`config.mk`:
```
export PLATFORM = sky130hd
export DESIGN_NAME = row_longest_run_center_median_unit_flat
export DESIGN_NICKNAME = d
export VERILOG_FILES = /design/src/hdl/lrcm_pkg.sv /design/src/hdl/lrcm_if.sv /design/src/hdl/row_longest_run_center_median_unit.sv /design/src/hdl/lrcm_run_tracker.sv /design/src/hdl/lrcm_median_ring.sv /design/src/flat_wrapper.sv
export SDC_FILE = /design/constraint.sdc
export NUM_CORES = 1
export LEC_CHECK = 0
export ABC_AREA = 1
export ABC_CLOCK_PERIOD_IN_PS = 12500
export BUFFER_PORTS_ARGS = -buffer_cell sky130_fd_sc_hd__buf_2
export CAP_MARGIN = 15
export CELL_PAD_IN_SITES_DETAIL_PLACEMENT = 1
export CELL_PAD_IN_SITES_GLOBAL_PLACEMENT = 1
export CORE_MARGIN = 1.5
export CORE_UTILIZATION = 47
export CTS_CLUSTER_DIAMETER = 150
export DETAILED_ROUTE_END_ITERATION = 6
export PLACE_DENSITY = 0.92
export SLEW_MARGIN = 0
export SYNTH_ARGS = -nofsm -noshare
export SYNTH_HDL_FRONTEND = slang
export SYNTH_SLANG_ARGS = --single-unit
export TNS_END_PERCENT = 10
```
`constraint.sdc`:
```
create_clock -name clk -period 12.5 [get_ports clk]
set_clock_uncertainty 0.05 [all_clocks]
set_input_delay 2.5 -clock clk [delete_from_list [all_inputs] [get_ports clk]]
set_output_delay 2.5 -clock clk [all_outputs]
set_load 0.03 [all_outputs]
```
`src/hdl/lrcm_pkg.sv`:
```
`default_nettype none
// ----------------------------------------------------------------------------
// lrcm_pkg
// shared widths, constants and types of the longest run center unit
// ----------------------------------------------------------------------------
package lrcm_pkg;

  localparam int PIXEL_W  = 8;
  localparam int CENTER_W = 10;
  localparam int RUN_W    = 11;

  localparam logic [PIXEL_W-1:0] TRACK_LEVEL = 8'd255;

  typedef logic [PIXEL_W-1:0]  pixel_t;
  typedef logic [CENTER_W-1:0] center_t;
  typedef logic [RUN_W-1:0]    run_len_t;

  typedef struct packed {
    center_t  center;
    run_len_t run_length;
  } row_result_t;

endpackage
`default_nettype wire

```
`src/hdl/lrcm_if.sv`:
```
`default_nettype none
// ----------------------------------------------------------------------------
// lrcm channel interfaces
// valid/ready channels for pixel input and row result output
// ----------------------------------------------------------------------------
interface lrcm_in_if;
  logic                 valid;
  logic                 ready;
  lrcm_pkg::pixel_t     pixel_value;
  logic                 row_end;

  modport source (output valid, output pixel_value, output row_end, input ready);
  modport sink   (input valid, input pixel_value, input row_end, output ready);
endinterface

interface lrcm_out_if;
  logic                 valid;
  logic                 ready;
  lrcm_pkg::center_t    raw_center;
  lrcm_pkg::center_t    filtered_center;
  lrcm_pkg::run_len_t   run_length;

  modport source (output valid, output raw_center, output filtered_center,
                  output run_length, input ready);
  modport sink   (input valid, input raw_center, input filtered_center,
                  input run_length, output ready);
endinterface
`default_nettype wire

```
`src/hdl/row_longest_run_center_median_unit.sv`:
```
`default_nettype none
// ----------------------------------------------------------------------------
// row_longest_run_center_median_unit
// longest bright run center per row with a median filter over recent rows
// ----------------------------------------------------------------------------
// result: registered when the transaction carrying row_end leaves the input register
// throughput: one pixel per cycle, input register then result register
// a full result register stalls only pixels that end a row
// reset clears row state, the center ring to zero and all valid flags
module row_longest_run_center_median_unit #(
  parameter int ROW_WIDTH     = 1024,
  parameter int HISTORY_DEPTH = 4
) (
  input wire logic   clk,
  input wire logic   rst_n,
  lrcm_in_if.sink    in_chan,
  lrcm_out_if.source out_chan
);
  import lrcm_pkg::*;

  logic        a_valid_r, a_valid_nxt;
  pixel_t      a_pixel_r;
  logic        a_row_end_r;
  logic        a_move;
  logic        in_take;
  logic        out_load;
  logic        out_valid_r, out_valid_nxt;
  center_t     out_raw_r, out_filt_r;
  run_len_t    out_len_r;
  row_result_t row_res;
  center_t     median;

  assign a_move   = a_valid_r && (!a_row_end_r || !out_valid_r || out_chan.ready);
  assign in_chan.ready = !a_valid_r || a_move;
  assign in_take  = in_chan.valid && in_chan.ready;
  assign out_load = a_move && a_row_end_r;

  lrcm_run_tracker #(
    .ROW_WIDTH (ROW_WIDTH)
  ) u_tracker (
    .clk     (clk),
    .rst_n   (rst_n),
    .step    (a_move),
    .pixel   (a_pixel_r),
    .row_end (a_row_end_r),
    .result  (row_res)
  );

  lrcm_median_ring #(
    .HISTORY_DEPTH (HISTORY_DEPTH)
  ) u_ring (
    .clk    (clk),
    .rst_n  (rst_n),
    .push   (out_load),
    .center (row_res.center),
    .median (median)
  );

  always_comb begin
    a_valid_nxt = in_take ? 1'b1 : (a_move ? 1'b0 : a_valid_r);
    if (out_load) begin
      out_valid_nxt = 1'b1;
    end else if (out_chan.ready) begin
      out_valid_nxt = 1'b0;
    end else begin
      out_valid_nxt = out_valid_r;
    end
  end

  always_ff @(posedge clk) begin
    if (!rst_n) begin
      a_valid_r   <= 1'b0;
      out_valid_r <= 1'b0;
    end else begin
      a_valid_r   <= a_valid_nxt;
      out_valid_r <= out_valid_nxt;
    end
  end

  always_ff @(posedge clk) begin
    if (in_take) begin
      a_pixel_r   <= in_chan.pixel_value;
      a_row_end_r <= in_chan.row_end;
    end
    if (out_load) begin
      out_raw_r  <= row_res.center;
      out_filt_r <= median;
      out_len_r  <= row_res.run_length;
    end
  end

  assign out_chan.valid           = out_valid_r;
  assign out_chan.raw_center      = out_raw_r;
  assign out_chan.filtered_center = out_filt_r;
  assign out_chan.run_length      = out_len_r;

  a_stall_only_row_end: assert property (@(posedge clk) disable iff (!rst_n)
    a_valid_r && !a_move |-> a_row_end_r && out_valid_r && !out_chan.ready)
    else $error("pixel stage stalled without a blocked result");

  a_row_end_gives_result: assert property (@(posedge clk) disable iff (!rst_n)
    out_load |=> out_valid_r)
    else $error("row end transaction produced no result");

  a_take_fills_stage: assert property (@(posedge clk) disable iff (!rst_n)
    in_take |=> a_valid_r)
    else $error("accepted transaction lost from input stage");

endmodule
`default_nettype wire

```
`src/hdl/lrcm_run_tracker.sv`:
```
`default_nettype none
// ----------------------------------------------------------------------------
// lrcm_run_tracker
// follows bright runs along a row and forms the longest run's center at row end
// ----------------------------------------------------------------------------
module lrcm_run_tracker #(
  parameter int ROW_WIDTH = 1024
) (
  input  wire logic                  clk,
  input  wire logic                  rst_n,
  input  wire logic                  step,
  input  wire lrcm_pkg::pixel_t      pixel,
  input  wire logic                  row_end,
  output      lrcm_pkg::row_result_t result
);
  import lrcm_pkg::*;

  localparam int COL_W = $clog2(ROW_WIDTH);
  localparam int LEN_W = $clog2(ROW_WIDTH + 1);
  localparam int SUM_W = LEN_W + 1;

  logic [COL_W-1:0] col_r, col_nxt;
  logic [COL_W-1:0] cur_start_r, cur_start_nxt;
  logic [LEN_W-1:0] cur_len_r, cur_len_nxt;
  logic [COL_W-1:0] best_start_r, best_start_nxt;
  logic [LEN_W-1:0] best_len_r, best_len_nxt;
  logic             past_edge_r, past_edge_nxt;

  logic [COL_W-1:0] t_cur_start, t_best_start, fin_start;
  logic [LEN_W-1:0] t_cur_len, t_best_len, fin_len;
  logic [SUM_W-1:0] center_sum;
  logic             bright;

  always_comb begin
    bright        = (pixel == TRACK_LEVEL);
    t_cur_start   = cur_start_r;
    t_cur_len     = cur_len_r;
    t_best_start  = best_start_r;
    t_best_len    = best_len_r;
    col_nxt       = col_r;
    past_edge_nxt = past_edge_r;

    if (!past_edge_r) begin
      if (bright) begin
        if (cur_len_r == '0) begin
          t_cur_start = col_r;
        end
        t_cur_len = cur_len_r + 1'b1;
      end else begin
        if (cur_len_r > best_len_r) begin
          t_best_start = cur_start_r;
          t_best_len   = cur_len_r;
        end
        t_cur_len = '0;
      end
      if (col_r == COL_W'(ROW_WIDTH - 1)) begin
        past_edge_nxt = 1'b1;
      end else begin
        col_nxt = col_r + 1'b1;
      end
    end

    // close the open run at row end
    fin_start = t_best_start;
    fin_len   = t_best_len;
    if (t_cur_len > t_best_len) begin
      fin_start = t_cur_start;
      fin_len   = t_cur_len;
    end
    center_sum        = SUM_W'(fin_start) + SUM_W'(fin_len >> 1);
    result.center     = CENTER_W'(center_sum);
    result.run_length = RUN_W'(fin_len);

    if (row_end) begin
      col_nxt        = '0;
      cur_start_nxt  = '0;
      cur_len_nxt    = '0;
      best_start_nxt = '0;
      best_len_nxt   = '0;
      past_edge_nxt  = 1'b0;
    end else begin
      cur_start_nxt  = t_cur_start;
      cur_len_nxt    = t_cur_len;
      best_start_nxt = t_best_start;
      best_len_nxt   = t_best_len;
    end
  end

  always_ff @(posedge clk) begin
    if (!rst_n) begin
      col_r        <= '0;
      cur_start_r  <= '0;
      cur_len_r    <= '0;
      best_start_r <= '0;
      best_len_r   <= '0;
      past_edge_r  <= 1'b0;
    end else if (step) begin
      col_r        <= col_nxt;
      cur_start_r  <= cur_start_nxt;
      cur_len_r    <= cur_len_nxt;
      best_start_r <= best_start_nxt;
      best_len_r   <= best_len_nxt;
      past_edge_r  <= past_edge_nxt;
    end
  end

endmodule
`default_nettype wire

```
`src/hdl/lrcm_median_ring.sv`:
```
`default_nettype none
// ----------------------------------------------------------------------------
// lrcm_median_ring
// ring of recent centers with a rank based median of the updated ring
// ----------------------------------------------------------------------------
module lrcm_median_ring #(
  parameter int HISTORY_DEPTH = 4
) (
  input  wire logic              clk,
  input  wire logic              rst_n,
  input  wire logic              push,
  input  wire lrcm_pkg::center_t center,
  output      lrcm_pkg::center_t median
);
  import lrcm_pkg::*;

  localparam int IDX_W = (HISTORY_DEPTH > 1) ? $clog2(HISTORY_DEPTH) : 1;
  localparam int LO    = (HISTORY_DEPTH - 1) / 2;
  localparam int HI    = HISTORY_DEPTH / 2;

  center_t          hist_r   [HISTORY_DEPTH];
  center_t          hist_nxt [HISTORY_DEPTH];
  logic [IDX_W-1:0] idx_r, idx_nxt;
  logic [IDX_W-1:0] rank     [HISTORY_DEPTH];
  center_t          lo_val, hi_val;
  logic [CENTER_W:0] mid_sum;

  always_comb begin
    idx_nxt = (idx_r == IDX_W'(HISTORY_DEPTH - 1)) ? '0 : idx_r + 1'b1;
    for (int i = 0; i < HISTORY_DEPTH; i++) begin
      hist_nxt[i] = (idx_nxt == IDX_W'(i)) ? center : hist_r[i];
    end

    // unique rank of each entry, ties broken by slot
    for (int i = 0; i < HISTORY_DEPTH; i++) begin
      rank[i] = '0;
      for (int j = 0; j < HISTORY_DEPTH; j++) begin
        if ((j != i) && ((hist_nxt[j] < hist_nxt[i]) ||
                         ((hist_nxt[j] == hist_nxt[i]) && (j < i)))) begin
          rank[i] = rank[i] + 1'b1;
        end
      end
    end

    lo_val = '0;
    hi_val = '0;
    for (int i = 0; i < HISTORY_DEPTH; i++) begin
      if (rank[i] == IDX_W'(LO)) begin
        lo_val = hist_nxt[i];
      end
      if (rank[i] == IDX_W'(HI)) begin
        hi_val = hist_nxt[i];
      end
    end
    mid_sum = {1'b0, lo_val} + {1'b0, hi_val};
    median  = mid_sum[CENTER_W:1];
  end

  always_ff @(posedge clk) begin
    if (!rst_n) begin
      idx_r <= '0;
      for (int i = 0; i < HISTORY_DEPTH; i++) begin
        hist_r[i] <= '0;
      end
    end else if (push) begin
      idx_r <= idx_nxt;
      for (int i = 0; i < HISTORY_DEPTH; i++) begin
        hist_r[i] <= hist_nxt[i];
      end
    end
  end

endmodule
`default_nettype wire

```
`src/flat_wrapper.sv`:
```
// flat-port wrapper written by rule: the top's interface ports become plain ports
module row_longest_run_center_median_unit_flat import lrcm_pkg::*;
#(
  parameter int ROW_WIDTH     = 1024,
  parameter int HISTORY_DEPTH = 4
)
  (clk, rst_n, in_chan_valid, in_chan_pixel_value, in_chan_row_end, in_chan_ready, out_chan_valid, out_chan_raw_center, out_chan_filtered_center, out_chan_run_length, out_chan_ready);
  lrcm_in_if in_chan_i ();
  lrcm_out_if out_chan_i ();
  input wire logic clk;
  input wire logic rst_n;
  input wire logic [$bits(in_chan_i.valid)-1:0] in_chan_valid;
  input wire logic [$bits(in_chan_i.pixel_value)-1:0] in_chan_pixel_value;
  input wire logic [$bits(in_chan_i.row_end)-1:0] in_chan_row_end;
  output wire logic [$bits(in_chan_i.ready)-1:0] in_chan_ready;
  output wire logic [$bits(out_chan_i.valid)-1:0] out_chan_valid;
  output wire logic [$bits(out_chan_i.raw_center)-1:0] out_chan_raw_center;
  output wire logic [$bits(out_chan_i.filtered_center)-1:0] out_chan_filtered_center;
  output wire logic [$bits(out_chan_i.run_length)-1:0] out_chan_run_length;
  input wire logic [$bits(out_chan_i.ready)-1:0] out_chan_ready;
  assign in_chan_i.valid = in_chan_valid;
  assign in_chan_i.pixel_value = in_chan_pixel_value;
  assign in_chan_i.row_end = in_chan_row_end;
  assign in_chan_ready = in_chan_i.ready;
  assign out_chan_valid = out_chan_i.valid;
  assign out_chan_raw_center = out_chan_i.raw_center;
  assign out_chan_filtered_center = out_chan_i.filtered_center;
  assign out_chan_run_length = out_chan_i.run_length;
  assign out_chan_i.ready = out_chan_ready;
  row_longest_run_center_median_unit #(.ROW_WIDTH(ROW_WIDTH), .HISTORY_DEPTH(HISTORY_DEPTH)) u_core (.clk(clk), .rst_n(rst_n), .in_chan(in_chan_i), .out_chan(out_chan_i));
endmodule
```
==> results of run 1 <==
## final timing paths
path                                  start                                 end  slack [ps]
max reg2reg  u_core.u_tracker.best_len_r[9]  u_core.out_chan.filtered_center[9]         720
min reg2reg  u_core.u_tracker.best_len_r[6]      u_core.u_tracker.best_len_r[6]         420
min          u_core.u_tracker.best_len_r[6]      u_core.u_tracker.best_len_r[6]         420
max          u_core.u_tracker.best_len_r[9]  u_core.out_chan.filtered_center[9]         720
## cells by family (layout without fill, tap and decap cells)
kind of cell / Yosys count / after routing / share of synthesized area
simple gates: 546 / 546 / 0.242
fa+ha+maj: 112 / 112 / 0.140
mux: 4 / 4 / 0.00396
xor+xnor: 10 / 10 / 0.00865
buf+inv: 245 / 292 / 0.0941
flops: 137 / 137 / 0.350
compound gates: 289 / 289 / 0.161
## area by class of cell
type,count,area (um2),area share
multi-input combinational,961,5650,0.503
sequential,137,3540,0.316
inverter,204,769,0.0685
clock buffer,17,425,0.0379
tap,275,344,0.0306
timing repair buffer,56,308,0.0274
clock inverter,15,191,0.0170
## sequential cells by signal, summed over array words and instances (netlist names)
register	cells
u_core.a_row_end_r	1
u_core.out_chan.raw_center	10
u_core.u_tracker.cur_start_r	10
u_core.a_valid_r	1
u_core.u_tracker.col_r	10
u_core.u_ring.idx_r	2
u_core.u_ring.hist_r	40
u_core.out_chan.filtered_center	10
u_core.out_chan.valid	1
u_core.u_tracker.best_len_r	11
u_core.a_pixel_r	8
u_core.u_tracker.best_start_r	10
u_core.u_tracker.past_edge_r	1
u_core.out_chan.run_length	11
u_core.u_tracker.cur_len_r	11
## cells in the final DEF, fill, tap and decap left out, types with 3 or more instances in the layout
| master | netlist | routed |
|---|---|---|
| inv_6 | 0 | 3 |
| xnor2_1 | 3 | 3 |
| a211oi_1 | 3 | 3 |
| inv_8 | 0 | 3 |
| nand3_1 | 41 | 41 |
| o211ai_1 | 16 | 16 |
| buf_2 | 2 | 45 |
| nand2_1 | 323 | 319 |
| a31oi_1 | 6 | 6 |
| nand3_2 | 7 | 7 |
| a21o_1 | 5 | 5 |
| clkbuf_16 | 0 | 17 |
| nor2_1 | 89 | 88 |
| buf_4 | 4 | 11 |
| inv_1 | 200 | 200 |
| nand4_1 | 18 | 18 |
| nor3_1 | 18 | 17 |
| nand3b_1 | 3 | 3 |
| nor4_1 | 4 | 4 |
| mux2i_1 | 4 | 4 |
| xor2_1 | 7 | 7 |
| o221ai_1 | 16 | 16 |
| nand2_4 | 8 | 9 |
| clkinv_8 | 0 | 7 |
| or2_2 | 8 | 8 |
| ha_1 | 110 | 110 |
| o21ai_1 | 11 | 13 |
| nand2_2 | 13 | 16 |
| edfxtp_1 | 80 | 80 |
| o21bai_1 | 8 | 8 |
| a21oi_1 | 93 | 93 |
| o21ai_0 | 120 | 118 |
| nand3_4 | 3 | 3 |
| dfxtp_1 | 57 | 57 |
## through the flow
stage | setup WS [ps] | util | area (um2) | hold slack (ps) | cells
3_5_place_dp | 796 | 0.502 | 10600 | 406 | 1632
4_1_cts | 290 | 0.531 | 11200 | 421 | 1664
5_1_grt | 132 | 0.533 | 11200 | 436 | 1665
6_report | 720 | 0.533 | 11200 | 422 | 1665
3_3_place_gp | 1400 | 0.502 | 10600 | 402 | 1632
2_1_floorplan | 3380 | - | 10100 | 395 | 1343
## per-layer routing
layer	vias up	part of all wire	global-route usage
li1	4560	-	-
met1	4923	0.41	0.412
met5	-	0	0
met2	533	0.47	0.532
met4	0	0.046	0.157
met3	142	0.080	0.0659
## timing repair
item | CTS | global route
endpoints found under the setup margin | 0 | 8
buffers inserted | 0 | 1
gates resized for setup | 0 | 8
endpoints found under the hold margin | 0 | 0
hold buffers | 0 | 0
## worst max-delay path, delay by kind of cell (launching register included)
kind | cells | cell delay (ps)
AOI/OAI and AO/OA | 16 | 2950
adders and majority gates | 6 | 2060
buffers and inverters | 11 | 1720
DFF | 1 | 360
and+or+nand+nor | 33 | 4480
==> flow_metrics.tcl, run 1 <==
set metrics [dict create \
    status "finished, final reports clean" \
    synth.avg_cell_area_um2 7.54 \
    crit_type "reg2reg" \
    worst_slew_pin_slew_ps 1160 \
    cts_root_buf "clkbuf_16" \
    path_clk_slew_ps 80 \
    grt_pass1_wl_um 56200 \
    slowest_stage "fa_1" \
    routed_wl_um 35500 \
    worst_r2r_path_depth 66 \
    tns_ps 0 \
    port_buffers 45 \
    netlist.top_cell.by_area "edfxtp_1" \
    maxCapViolCount 0 \
    first_global_vias 10500 \
    area_growth_pct 11.0 \
    cts_tree "yes" \
    drc 0 \
    setup_violations 0 \
    wire_per_inst_um 21.4 \
    diodes 0 \
    synth_edf_count 80 \
    place_congestion 0.929 \
    drtAntennaViolNets 0 \
    worstPathRequired_ps 12750 \
    arrival_ps 12030 \
    cts_buffer_depth 2 \
    slew_headroom 0.222 \
    cpPeakStageDelay_ps 470 \
    whs_path_depth 2 \
    place_hpwl_um 23700 \
    yosys_warnings 0 \
    synth_nets 1468 \
    gr-total-overflow 0 \
    synth_cells 1343 \
    hold_path_class "reg2reg" \
    clk_latency_ps 450 \
    yosysTopAreaCellShare 0.237 \
    via_per_inst 6.10 \
    nets 1502 \
    h-tree-depth 4 \
    core_um2 21100 \
    synth_cell_types 53 \
    crit_fanout 26 \
    ios 46 \
    ys_ff_latch 137 \
    drive_gt1_frac 0.102 \
    start_kind "register" \
    first_pass_iters 5 \
    grt_usage 0.326 \
    std_cell_rows 53 \
    min_period_over_period 0.942 \
    yosysSeqAreaShare 0.350 \
    yosysMostFrequentCell "nand2_1" \
    num-fill-cells 2696 \
    ys.flop_type "edfxtp_1" \
    ys_top_cells_by_area "edfxtp_1, ha_1, nand2_1" \
    async_flop_share 0 \
    vias 10200 \
    cts_sinks 137 \
    dieArea_um2 22400 \
    initialDrtViolationCount 868 \
    rsz0062_at_grt "no" \
    final_max_slew_viol_count 0 \
    die_x_um 150 \
    max_freq_ghz 0.0849 \
    hold_viol 0 \
    grt_max_degree 50 \
    crit_top_cell "nand2_1" \
    initial_utilization 0.480 \
    cts_made_buffers 17 \
    cp-end-kind "register" \
    synth.top_cells.by_count "nand2_1, inv_1, o21ai_0, ha_1, a21oi_1" \
    synth_area_um2 10100 \
    dieHeight_um 150 \
    period_minus_slack_ps 11780 \
    antenna_found_initial 0 \
]
Power of run 1 is not shown: default switching activity piles up to over one toggle a cycle in this logic, so the estimate is an artifact.
==> inputs of run 2 (changes only) <==
- ABC_AREA: 1 -> unset
- CORE_UTILIZATION: 47 -> 49
- PLACE_DENSITY: 0.92 -> 0.93
==> run 2 against run 1 <==
Against the previous run: the run now ends with negative setup slack left; setup slack got worse by 740 ps; cell count decreased by 13%; via count decreased by 4.1%; register-to-register slack got worse by 740 ps; sequential cell count unchanged; critical endpoint is now u_core.out_chan.filtered_center[8]; largest cell class unchanged.
==> flow_metrics.tcl, run 2 <==
set metrics [dict create \
    synth-xor-area-share 0.0324 \
    core_um2 20200 \
    routed_wl_um 37000 \
    place_hpwl_um 24300 \
    ir_worst_vdd_uv 83.7 \
    final_cell_mix "nor2_1, ha_1, edfxtp_1, inv_1, a21oi_1" \
    antenna_found_initial 0 \
    setup_violations 1 \
    area_growth_pct 13.9 \
    ys_top_cells_by_area "edfxtp_1, ha_1, dfxtp_1" \
    cts_made_buffers 17 \
    synth_cell_types 79 \
    async_flop_share 0 \
    clk_latency_ps 460 \
    whs_path_depth 2 \
    min_from "u_core.u_ring.idx_r[1]" \
    yosysTopAreaCellShare 0.239 \
    cts_buffer_depth 2 \
    leakage_uw 0.00485 \
    yosys.area_share.simple 0.189 \
    status "complete, but fails checks" \
    synth_top_family_by_area "compound AO/OA/AOI/OAI gates" \
    layout_commonest_cell "nor2_1" \
    synth_edf_count 80 \
    synth.avg_cell_area_um2 9.04 \
    period_minus_slack_ps 12520 \
    netlist.top_cell.by_area "edfxtp_1" \
    synth-compound-area-share 0.194 \
    hold_path_class "reg2reg" \
    yosysSeqAreaShare 0.353 \
    die_x_um 146 \
    initialDrtViolationCount 1152 \
    dieHeight_um 146 \
    whs_endpoint "u_core.u_ring.idx_r[1]" \
    drive_gt1_frac 0.131 \
    largest_register "u_core.u_ring.hist_r" \
    cp-end-kind "register" \
    r2r_slack_ps -20 \
    slowest_stage "nor4_2" \
    hold_ws_ps 472 \
    synthMuxAreaShare 0.0504 \
    place_congestion 0.935 \
    gr-total-overflow 0 \
    drc 0 \
    yosysMostFrequentCell "nor2_1" \
    largest_reg_flops 40 \
    design_area_um2 11500 \
    regToRegStartpoint "u_core.u_tracker.cur_len_r[8]" \
    first_pass_iters 6 \
    synth_area_um2 10100 \
    h-tree-depth 4 \
    cts_root_buf "clkbuf_16" \
    first_global_vias 9820 \
    hold_viol 0 \
    violations "negative setup slack" \
    drtAntennaViolNets 0 \
    num-fill-cells 2344 \
    critPathLaunch "u_core.u_tracker.cur_len_r[8]" \
    grt_max_degree 54 \
    final_max_slew_viol_count 0 \
    ios 46 \
    worst_r2r_path_depth 57 \
    nets 1297 \
    placed_area_um2 10700 \
    cellPowerDensity_nw_per_um2 130 \
    slew_headroom 0.265 \
    maxCapViolCount 0 \
    worst_slack_ps -16.9 \
    crit_fanout 13 \
    r2r_end "u_core.out_chan.filtered_center[8]" \
    min_period_over_period 1.00 \
    synth_cells 1112 \
    cpPeakStageDelay_ps 640 \
    start_kind "register" \
    path_clk_slew_ps 70 \
    holdBufCountCts 0 \
    worstPathRequired_ps 12720 \
    std_cell_rows 52 \
    synth_nets 1237 \
    via_per_inst 6.69 \
    crit_type "reg2reg" \
    cts_sinks 137 \
    yosys_warnings 0 \
    pre_cts_ws_ps 183 \
    grt_pass1_wl_um 56100 \
    synthAdderAreaFrac 0.141 \
    cts_tree "yes" \
    ys.flop_type "edfxtp_1" \
    arrival_ps 12730 \
    max_freq_ghz 0.0799 \
    wire_per_inst_um 25.4 \
    dieArea_um2 21400 \
    synth.top_cells.by_count "nor2_1, ha_1, edfxtp_1, a21oi_1, inv_1" \
    port_buffers 45 \
    final_util 0.568 \
    ys_ff_latch 137 \
    worst_slew_pin_slew_ps 1100 \
    grt_usage 0.337 \
    crit_top_cell "nor2_1" \
    vias 9741 \
    diodes 0 \
    initial_utilization 0.498 \
]
[run 2: cell count changes after synthesis, moves of 21 or more]
cell	delta
a21oi_1	-22
nand2_1	-265
o21ai_0	-68
inv_1	-133
a22oi_1	+30
nand3_1	-27
mux2i_1	+36
nor2b_1	+59
nand2b_1	+21
nor2_1	+46
[run 2: routing by layer]
| metal | track usage | vias up | part of all wire |
|---|---|---|---|
| met2 | 0.534 | 526 | 0.47 |
| met3 | 0.0609 | 143 | 0.081 |
| met1 | 0.448 | 4887 | 0.41 |
| met5 | 0 | - | 0 |
| met4 | 0.155 | 0 | 0.039 |
| li1 | - | 4185 | - |
[run 2: worst max-delay path, delay by kind of cell (launching register included)]
kind | cells | cell delay [ps]
AO/OA/AOI/OAI | 24 | 4780
XOR/XNOR | 1 | 140
AND/OR/NAND/NOR | 18 | 3200
buffers and inverters | 6 | 1070
multiplexers | 1 | 300
adder cells (fa/ha/maj) | 7 | 2360
flip-flops | 1 | 420
[run 2: cell families (layout without fill, tap and decap cells)]
| logic type | count (synthesis) | count (layout) |
|---|---|---|
| compound gates | 291 | 292 |
| xor+xnor | 35 | 35 |
| fa+ha+maj | 112 | 112 |
| buf+inv | 107 | 179 |
| flops | 137 | 137 |
| mux | 49 | 49 |
| simple gates | 381 | 381 |
[run 2: layout make-up]
class | instances | area (um2) | area share
Multi-Input combinational cell | 869 | 6200 | 0.541
Sequential cell | 137 | 3550 | 0.310
Timing Repair Buffer | 79 | 500 | 0.0437
Clock buffer | 17 | 425 | 0.0372
Tap cell | 270 | 338 | 0.0295
Inverter | 68 | 260 | 0.0227
Clock inverter | 15 | 185 | 0.0162
[run 2: per-stage QoR]
stage | total power, uW | instances | setup TNS [ps]
2_1_floorplan | 814 | 1112 | 0
3_3_place_gp | 913 | 1417 | 0
3_5_place_dp | 933 | 1417 | 0
4_1_cts | 1460 | 1449 | 0
5_1_grt | 1530 | 1455 | -1320
6_report | 1490 | 1455 | -16.9
[run 2: how the worst max path moves through the flow]
stage          cells past startpoint  slack (ps)                                  to
2_1_floorplan                     56        1530  u_core.out_chan.filtered_center[8]
3_3_place_gp                      58         740  u_core.out_chan.filtered_center[8]
3_5_place_dp                      56         180  u_core.out_chan.filtered_center[8]
4_1_cts                           59          50  u_core.out_chan.filtered_center[8]
5_1_grt                           57        -510  u_core.out_chan.filtered_center[8]
6_report                          57         -20  u_core.out_chan.filtered_center[8]
[run 2: power breakdown]
part           internal (uW)  total (uW)  switching (uW)
Sequential               505         513            7.41
Clock                    287         534             248
Combinational            168         440             273
[run 2: what timing repair did]
item                                    in CTS  in global routing
endpoints found under the setup margin       4                  8
buffers inserted                             0                  4
gates cloned                                 0                  1
pin swaps                                    0                  4
gates resized for setup                      5                 22
No activity file was read; power rests on OpenSTA's default activity.
